**src/hdl/esd_pkg.sv**
```systemverilog
// ----------------------------------------------------------------------------
// esd_pkg
// Types, character codes and the hex digit helper of the escape decoder.
// ----------------------------------------------------------------------------
package esd_pkg;

  typedef enum logic [1:0] {
    MODE_PLAIN = 2'd0,
    MODE_ESC   = 2'd1,
    MODE_HEX1  = 2'd2,
    MODE_HEX2  = 2'd3
  } esd_mode_t;

  localparam logic [7:0] CH_BACKSLASH = 8'h5C;
  localparam logic [7:0] CH_QUOTE     = 8'h22;
  localparam logic [7:0] CH_N         = 8'h6E;
  localparam logic [7:0] CH_R         = 8'h72;
  localparam logic [7:0] CH_T         = 8'h74;
  localparam logic [7:0] CH_A         = 8'h61;
  localparam logic [7:0] CH_B         = 8'h62;
  localparam logic [7:0] CH_X         = 8'h78;
  localparam logic [7:0] CH_LF        = 8'h0A;
  localparam logic [7:0] CH_CR        = 8'h0D;
  localparam logic [7:0] CH_TAB       = 8'h09;
  localparam logic [7:0] CH_BEL       = 8'h07;
  localparam logic [7:0] CH_BS        = 8'h08;

  typedef struct packed {
    logic [7:0] in_byte;
    logic       in_last;
  } esd_item_t;

  typedef struct packed {
    logic       out_valid;
    logic [7:0] out_byte;
    logic       end_of_string;
  } esd_res_t;

  typedef struct packed {
    logic       ok;
    logic [3:0] val;
  } esd_hex_t;

  function automatic esd_hex_t hex_digit(input logic [7:0] c);
    esd_hex_t h;
    h.ok  = 1'b0;
    h.val = 4'd0;
    if (c >= 8'h30 && c <= 8'h39) begin
      h.ok  = 1'b1;
      h.val = c[3:0];
    end else if ((c >= 8'h61 && c <= 8'h66) || (c >= 8'h41 && c <= 8'h46)) begin
      // letters a-f and A-F share the low three bits
      h.ok  = 1'b1;
      h.val = 4'd9 + {1'b0, c[2:0]};
    end
    return h;
  endfunction

endpackage

```
**src/hdl/esd_ifs.sv**
```systemverilog
// ----------------------------------------------------------------------------
// esd channel interfaces
// Valid/ready channels for raw bytes in and decoded results out.
// ----------------------------------------------------------------------------
interface esd_in_if;
  logic       valid;
  logic       ready;
  logic [7:0] in_byte;
  logic       in_last;

  modport source (output valid, output in_byte, output in_last, input ready);
  modport sink   (input valid, input in_byte, input in_last, output ready);
endinterface

interface esd_out_if;
  logic       valid;
  logic       ready;
  logic       out_valid;
  logic [7:0] out_byte;
  logic       end_of_string;

  modport source (output valid, output out_valid, output out_byte,
                  output end_of_string, input ready);
  modport sink   (input valid, input out_valid, input out_byte,
                  input end_of_string, output ready);
endinterface

```
**src/hdl/esd_in_stage.sv**
```systemverilog
// ----------------------------------------------------------------------------
// esd_in_stage
// Input register: captures one raw byte item and holds it for the decoder.
// ----------------------------------------------------------------------------
module esd_in_stage (
  input  logic               clk,
  input  logic               rst_n,
  esd_in_if.sink             in_ch,
  input  logic               take,
  output logic               item_vld,
  output esd_pkg::esd_item_t item
);
  import esd_pkg::*;

  logic      vld_r;
  logic      vld_nxt;
  esd_item_t item_r;
  logic      accept;

  assign in_ch.ready = !vld_r || take;
  assign accept      = in_ch.valid && in_ch.ready;

  always_comb begin
    vld_nxt = vld_r;
    if (accept) begin
      vld_nxt = 1'b1;
    end else if (take) begin
      vld_nxt = 1'b0;
    end
  end

  always_ff @(posedge clk) begin
    if (!rst_n) begin
      vld_r <= 1'b0;
    end else begin
      vld_r <= vld_nxt;
    end
  end

  always_ff @(posedge clk) begin
    if (accept) begin
      item_r.in_byte <= in_ch.in_byte;
      item_r.in_last <= in_ch.in_last;
    end
  end

  assign item_vld = vld_r;
  assign item     = item_r;

endmodule

```
**src/hdl/esd_core.sv**
```systemverilog
// ----------------------------------------------------------------------------
// esd_core
// Escape decode logic with the mode register and the hex accumulator.
// ----------------------------------------------------------------------------
module esd_core (
  input  logic               clk,
  input  logic               rst_n,
  input  logic               step,
  input  esd_pkg::esd_item_t item,
  output esd_pkg::esd_res_t  res
);
  import esd_pkg::*;

  esd_mode_t  mode_r;
  esd_mode_t  mode_nxt;
  logic [7:0] acc_r;
  logic [7:0] acc_nxt;
  esd_hex_t   hex;
  logic       vld;
  logic [7:0] ob;

  assign hex = hex_digit(item.in_byte);

  always_comb begin
    mode_nxt = mode_r;
    acc_nxt  = acc_r;
    vld      = 1'b0;
    ob       = 8'd0;
    case (mode_r)
      MODE_PLAIN: begin
        if (item.in_byte == CH_BACKSLASH && !item.in_last) begin
          mode_nxt = MODE_ESC;
        end else begin
          vld = 1'b1;
          ob  = item.in_byte;
        end
      end
      MODE_ESC: begin
        mode_nxt = MODE_PLAIN;
        case (item.in_byte)
          CH_BACKSLASH: begin vld = 1'b1; ob = CH_BACKSLASH; end
          CH_QUOTE:     begin vld = 1'b1; ob = CH_QUOTE;     end
          CH_N:         begin vld = 1'b1; ob = CH_LF;        end
          CH_R:         begin vld = 1'b1; ob = CH_CR;        end
          CH_T:         begin vld = 1'b1; ob = CH_TAB;       end
          CH_A:         begin vld = 1'b1; ob = CH_BEL;       end
          CH_B:         begin vld = 1'b1; ob = CH_BS;        end
          CH_X: begin
            acc_nxt = 8'd0;
            if (item.in_last) begin
              vld = 1'b1;
            end else begin
              mode_nxt = MODE_HEX1;
            end
          end
          default: begin
            // unknown escape letter, both bytes dropped
            vld = 1'b0;
          end
        endcase
      end
      MODE_HEX1: begin
        if (hex.ok) begin
          acc_nxt = {acc_r[3:0], hex.val};
        end
        if (item.in_last) begin
          vld = 1'b1;
          ob  = acc_nxt;
        end else begin
          mode_nxt = MODE_HEX2;
        end
      end
      MODE_HEX2: begin
        if (hex.ok) begin
          acc_nxt = {acc_r[3:0], hex.val};
        end
        vld      = 1'b1;
        ob       = acc_nxt;
        mode_nxt = MODE_PLAIN;
      end
      default: begin
        mode_nxt = MODE_PLAIN;
      end
    endcase
    if (item.in_last) begin
      mode_nxt = MODE_PLAIN;
      acc_nxt  = 8'd0;
    end
  end

  always_ff @(posedge clk) begin
    if (!rst_n) begin
      mode_r <= MODE_PLAIN;
      acc_r  <= 8'd0;
    end else if (step) begin
      mode_r <= mode_nxt;
      acc_r  <= acc_nxt;
    end
  end

  assign res.out_valid     = vld;
  assign res.out_byte      = ob;
  assign res.end_of_string = item.in_last;

endmodule

```
**src/hdl/esd_out_stage.sv**
```systemverilog
// ----------------------------------------------------------------------------
// esd_out_stage
// Result register: holds one decoded item until the receiver takes it.
// ----------------------------------------------------------------------------
module esd_out_stage (
  input  logic              clk,
  input  logic              rst_n,
  input  logic              load,
  input  esd_pkg::esd_res_t res,
  output logic              space,
  esd_out_if.source         out_ch
);
  import esd_pkg::*;

  logic     vld_r;
  logic     vld_nxt;
  esd_res_t res_r;

  assign space = !vld_r || out_ch.ready;

  always_comb begin
    vld_nxt = vld_r;
    if (load) begin
      vld_nxt = 1'b1;
    end else if (out_ch.ready) begin
      vld_nxt = 1'b0;
    end
  end

  always_ff @(posedge clk) begin
    if (!rst_n) begin
      vld_r <= 1'b0;
    end else begin
      vld_r <= vld_nxt;
    end
  end

  always_ff @(posedge clk) begin
    if (load) begin
      res_r <= res;
    end
  end

  assign out_ch.valid         = vld_r;
  assign out_ch.out_valid     = res_r.out_valid;
  assign out_ch.out_byte      = res_r.out_byte;
  assign out_ch.end_of_string = res_r.end_of_string;

endmodule

```
**src/hdl/escape_sequence_decoder_unit.sv**
```systemverilog
// ----------------------------------------------------------------------------
// escape_sequence_decoder_unit
// Streaming decoder for C-style escaped strings, one byte per item.
// ----------------------------------------------------------------------------
// in_ch carries one raw byte (in_byte) and a last-byte flag (in_last).
// out_ch returns exactly one result item for every input item: out_valid
// says whether out_byte holds a decoded byte (out_byte is zero otherwise),
// end_of_string repeats in_last of the matching input.
// Escapes handled: backslash, quote, n, r, t, a, b and x with two hex digits.
// A string that ends inside a hex escape emits the value gathered so far.
// Path: an accepted item waits in the input register, then is decoded into
// the result register, which presents it on out_ch.
// Throughput: one item per cycle while the receiver takes results; the only
// per-item loop is the update of the mode register and the hex accumulator.
// Reset: synchronous, active low; both registers empty, plain mode, zero
// accumulator.
// When the receiver stalls the result register holds, the input register
// keeps one more item, and in_ch.ready drops only when both are full.
// ----------------------------------------------------------------------------
module escape_sequence_decoder_unit (
  input  logic      clk,
  input  logic      rst_n,
  esd_in_if.sink    in_ch,
  esd_out_if.source out_ch
);
  import esd_pkg::*;

  logic      item_vld;
  esd_item_t item;
  esd_res_t  res;
  logic      space;
  logic      step;

  // an item moves from the input register into the result register
  assign step = item_vld && space;

  esd_in_stage u_in (
    .clk      (clk),
    .rst_n    (rst_n),
    .in_ch    (in_ch),
    .take     (step),
    .item_vld (item_vld),
    .item     (item)
  );

  esd_core u_core (
    .clk   (clk),
    .rst_n (rst_n),
    .step  (step),
    .item  (item),
    .res   (res)
  );

  esd_out_stage u_out (
    .clk    (clk),
    .rst_n  (rst_n),
    .load   (step),
    .res    (res),
    .space  (space),
    .out_ch (out_ch)
  );

  a_step_fills_out: assert property (@(posedge clk) disable iff (!rst_n)
    step |=> out_ch.valid)
    else $error("decoded item not registered at output");

  a_accept_fills_in: assert property (@(posedge clk) disable iff (!rst_n)
    in_ch.valid && in_ch.ready |=> item_vld)
    else $error("accepted item lost before decode");

  a_empty_byte_zero: assert property (@(posedge clk) disable iff (!rst_n)
    out_ch.valid && !out_ch.out_valid |-> out_ch.out_byte == 8'd0)
    else $error("empty result carries a nonzero byte");

  a_last_carried: assert property (@(posedge clk) disable iff (!rst_n)
    step |=> out_ch.end_of_string == $past(item.in_last))
    else $error("end of string flag not carried");

endmodule

```
**src/flat_wrapper.sv**
```systemverilog
// flat-port wrapper written by rule: the top's interface ports become plain ports
module escape_sequence_decoder_unit_flat import esd_pkg::*;
  (clk, rst_n, in_ch_valid, in_ch_in_byte, in_ch_in_last, in_ch_ready, out_ch_valid, out_ch_out_valid, out_ch_out_byte, out_ch_end_of_string, out_ch_ready);
  esd_in_if in_ch_i ();
  esd_out_if out_ch_i ();
  input  logic clk;
  input  logic rst_n;
  input wire logic [$bits(in_ch_i.valid)-1:0] in_ch_valid;
  input wire logic [$bits(in_ch_i.in_byte)-1:0] in_ch_in_byte;
  input wire logic [$bits(in_ch_i.in_last)-1:0] in_ch_in_last;
  output wire logic [$bits(in_ch_i.ready)-1:0] in_ch_ready;
  output wire logic [$bits(out_ch_i.valid)-1:0] out_ch_valid;
  output wire logic [$bits(out_ch_i.out_valid)-1:0] out_ch_out_valid;
  output wire logic [$bits(out_ch_i.out_byte)-1:0] out_ch_out_byte;
  output wire logic [$bits(out_ch_i.end_of_string)-1:0] out_ch_end_of_string;
  input wire logic [$bits(out_ch_i.ready)-1:0] out_ch_ready;
  assign in_ch_i.valid = in_ch_valid;
  assign in_ch_i.in_byte = in_ch_in_byte;
  assign in_ch_i.in_last = in_ch_in_last;
  assign in_ch_ready = in_ch_i.ready;
  assign out_ch_valid = out_ch_i.valid;
  assign out_ch_out_valid = out_ch_i.out_valid;
  assign out_ch_out_byte = out_ch_i.out_byte;
  assign out_ch_end_of_string = out_ch_i.end_of_string;
  assign out_ch_i.ready = out_ch_ready;
  escape_sequence_decoder_unit u_core (.clk(clk), .rst_n(rst_n), .in_ch(in_ch_i), .out_ch(out_ch_i));
endmodule
```
**config.mk**
```make
export PLATFORM = sky130hd
export DESIGN_NAME = escape_sequence_decoder_unit_flat
export DESIGN_NICKNAME = d
export VERILOG_FILES = /design/src/hdl/esd_pkg.sv /design/src/hdl/esd_ifs.sv /design/src/hdl/esd_in_stage.sv /design/src/hdl/esd_core.sv /design/src/hdl/esd_out_stage.sv /design/src/hdl/escape_sequence_decoder_unit.sv /design/src/flat_wrapper.sv
export SDC_FILE = /design/constraint.sdc
export NUM_CORES = 1
export LEC_CHECK = 0
export CAP_MARGIN = 20
export CORE_ASPECT_RATIO = 0.7
export CORE_MARGIN = 2
export CORE_UTILIZATION = 30
export CTS_CLUSTER_SIZE = 16
export DETAILED_ROUTE_END_ITERATION = 8
export DONT_BUFFER_PORTS = 1
export GPL_TIMING_DRIVEN = 0
export PLACE_DENSITY = 0.51
export SYNTH_ARGS = -nofsm -noshare
export SYNTH_HDL_FRONTEND = slang
export SYNTH_HIERARCHICAL = 1
export SYNTH_SLANG_ARGS = --single-unit
```
**constraint.sdc**
```tcl
create_clock -name clk -period 3.7 [get_ports clk]
set_input_delay 0.74 -clock clk [delete_from_list [all_inputs] [get_ports clk]]
set_output_delay 0.74 -clock clk [all_outputs]
set_load 0.05 [all_outputs]
```
==> results.txt <==
- Largest net degree at the start of global routing: 17
- Final min period: 2.63 ns
* CP Capture Type: register
* Proportion of register bits with asynchronous set or reset after synthesis: 0%
- Cells resized by post-CTS repair: 0
- TritonCTS buffer count: 5
- Layout cells sized above 1: 18.0%
- For this design the top-level I/O count stands at 25.
- Category of the most critical setup path: reg -> reg
- The tightest min-delay check is of the reg -> reg type.
- The repair_antennas step left the layout with diodes totalling 0.
- Clock Sink Count: 31
* Post-layout instance count excluding filler cells: 267
* Total count of max-transition violations in the final report: 0
* Drt drc: 0
* Number of buffers added on ports: 0
- Die width: 100 um
- Leakage power figure: 0.796 nW
- Count of max-cap constraint violations: 0
- The worst pin sits at a relative slew slack of a little under three fifths.
* Routed via count: 1495
- Clock slew seen by the registers of the worst setup and hold paths: roughly 0.07 ns
* Mean routed wirelength per cell: 17.7 um
- Number of enable flip-flop cells after synthesis: 19
- After floorplanning, the core was sized to cover between 6000 and 7000 um2.
* Total congestion overflow: 0
- Met3 wire length: between 200 and 250 um
- Filler Cell Count: ~630
- Dividing the detail-routed via count by the number of cells gives between 5 and 6.
- Post-synth cell types: 61
* Sequential share of the synthesized area: roughly two fifths
* Die outline area: 7120 um2
* Drt first pass iters: 4
- In this run the core area contains 24 standard-cell rows.
- CP Depth: 7
- Among all cell types in the netlist, the one instantiated most often is edfxtp_1.
* Slowest library cell on the worst path: edfxtp_1
* Root buffer cell: clkbuf_8
* Routed length on met2: around 1.9 mm
* Number of hold-slack violations in the final timing report: 0
* Cell types with the largest area share after synthesis: edfxtp_1, dfxtp_1, mux2i_1
- Walking the worst path, the cells encountered are inv_1 > ha_1 > nor4b_4 > nor3_2 > a211oi_4 > mux2i_1 > o21ai_1.
- For this run, the top clock speed supported by timing is between 0.3 and 0.4 GHz.
- Detailed placement ended at an HPWL of between 3 and 4 mm.
* Number of cell instances on the worst register-to-register path: 7
- In this run, post-CTS hold repair placed 0 buffers.
- The run finished with clean final reports.
* Number of buffers on the longest clock path: 2
* CTS tree: built
- For this block, the initial DRC count from the detailed router was 124.
- The final critical path takes up 71.2% of the cycle.
- Power spread over the standard cell area amounts to 379 nW/um2.
* Met1 routed wirelength after detailed routing: about 2.6 mm
- Number of buffers added for setup after CTS: 0
* Worst Max-Slew Pin Slew: ~0.66 ns
* Level count of the clock H-tree: 2
- Largest fanout on the critical path: 8
* Synth-to-layout area growth: 10.2%
- Reg area: between 800 and 900 um2
- Between clock sinks in the finished design, the worst skew comes to roughly 0.0089 ns.
- Maximum vdd ir drop: 0.000113 V
* DP Cell Count: 259
- Flop and latch count out of synthesis: 31
- Synthesis handed over a netlist of between 150 and 200 instances.
* Initial antenna violation count: 0
* Cell Area, Synth: 1930 um2
- Cell type contributing the most total cell area after synthesis: edfxtp_1
- The largest single stage delay on the critical path is 0.51 ns.
* Post-synth net total: approximately 200
* Number of nets in the final layout: between 200 and 250
* Final wirelength: 4.71 mm
* Source-to-sink clock delay at the later pin of the worst-skew pair: 0.28 ns
- Together, buffers and inverters on the worst path number 1.
- Total routing resource utilization after global routing: 13.8%
- Counting instances, the worst hold path has a depth of 1.
- Total negative setup slack: 0 ns
- Top_reg_cell synth: edfxtp_1
- Largest delay share family, worst path: compound AO/OA/AOI/OAI gates
* Tightest hold margin: 0.477 ns
* Starting Density: 31.1%
* Overall die height: around 71 um
* Combined area of the multi-input logic cells: between 900 and 1000 um2
- CP required: ~3.7 ns
- Finish-stage setup viols: 0
- Setup repair after global routing missed its margin: no
- Number of warnings printed during yosys synthesis: 6
- Routability-driven placement finished with a final weighted congestion of about 0.83.
- The via count of the first global-routing pass came to about 1.4k.
- The count of nets left with antenna violations once routing finished came out at 0.
- The highest layer touched by signal routing is met4.
- Crit start category: register
* Area share of the largest cell type after synthesis: 29.5%
- Ranked by instance count, the synthesized netlist is headed by edfxtp_1, dfxtp_1, inv_1, nor2_1.
- Overall power: between 0.8 and 0.9 mW
- Dividing the synthesized area by the synthesized cell count gives 10.7 um2.
- At the worst endpoint, the arrival time is 2.65 ns.
* Global-route wire length before repair: between 7 and 8 mm
per-stage QoR:
step                cell area, um2  setup slack (ns)  utilization (%)
floorplan                     1930              1.38                -
global placement              2030              1.06             32.7
detailed placement            2030              1.08             32.7
CTS                           2130              1.05             34.3
global route                  2130             0.867             34.3
finish                        2130              1.07             34.3
report_power, final:
part,internal [mW],switching (mW)
Clock,0.170,0.127
Sequential,0.384,0.0356
Combinational,0.0352,0.0563
Total,0.589,0.219
area by class of cell:
class / instances / area share (%)
Multi-Input combinational cell: 128 / 46.4
Tap cell: 78 / 4.58
Inverter: 11 / 1.94
Sequential cell: 31 / 38.0
Clock buffer: 8 / 4.69
Buffer: 11 / 4.34
cells in the final DEF, fill, tap and decap left out, drive strengths merged, types with 5 or more instances in the layout:
cell type / count
o21ai: 7
buf: 7
a22o: 5
nor3: 5
inv: 11
a211oi: 5
a21o: 5
dfxtp: 12
a21oi: 9
edfxtp: 19
nand2b: 6
clkbuf: 11
nand2: 7
ha: 5
nor2: 10
mux2i: 8
worst register-to-register path, cell delays in order, from the launching register on:
cell and delay [ns]:
edfxtp_1 0.51, inv_1 0.13, ha_1 0.29, nor4b_4 0.39, nor3_2 0.14, a211oi_4 0.49, mux2i_1 0.30, o21ai_1 0.11
final timing paths:
kind,endpoint,slack [ns],start
max,u_core/u_out/out_ch.out_byte[2]$_DFFE_PP_,1.07,u_core/u_in/item[2]$_DFFE_PP_
min,u_core/u_core/acc_r[4]$_SDFFE_PN0P_,0.48,u_core/u_core/acc_r[4]$_SDFFE_PN0P_
max reg2reg,u_core/u_out/out_ch.out_byte[2]$_DFFE_PP_,1.07,u_core/u_in/item[2]$_DFFE_PP_
min reg2reg,u_core/u_core/acc_r[4]$_SDFFE_PN0P_,0.48,u_core/u_core/acc_r[4]$_SDFFE_PN0P_
state kept, by name, summed over array words and instances (netlist names):
register,count
u_core/u_out/out_ch.out_byte,8
u_core/u_out/out_ch.valid,1
u_core/u_out/out_ch.end_of_string,1
u_core/u_core/mode_r,2
u_core/u_out/out_ch.out_valid,1
u_core/u_core/acc_r,8
u_core/u_in/item,9
u_core/u_in/item_vld,1
routing by layer:
| layer | up-vias | track usage [%] |
|---|---|---|
| met5 | - | 0 |
| met4 | 0 | 2.74 |
| met3 | 2 | 3.36 |
| met2 | 48 | 18.2 |
| met1 | 735 | 22.3 |
| li1 | 710 | - |
kinds of logic after synthesis:
family                   count (synthesis)  synth area share (%)
AND/OR/NAND/NOR                         59                  20.7
flip-flops                              31                  41.9
XOR/XNOR                                 1                 0.453
AO/OA/AOI/OAI                           53                  21.5
buffers and inverters                   22                  6.92
multiplexers                            10                  5.30
adder cells (fa/ha/maj)                  5                  3.23
(Power assumes the default switching activity.)
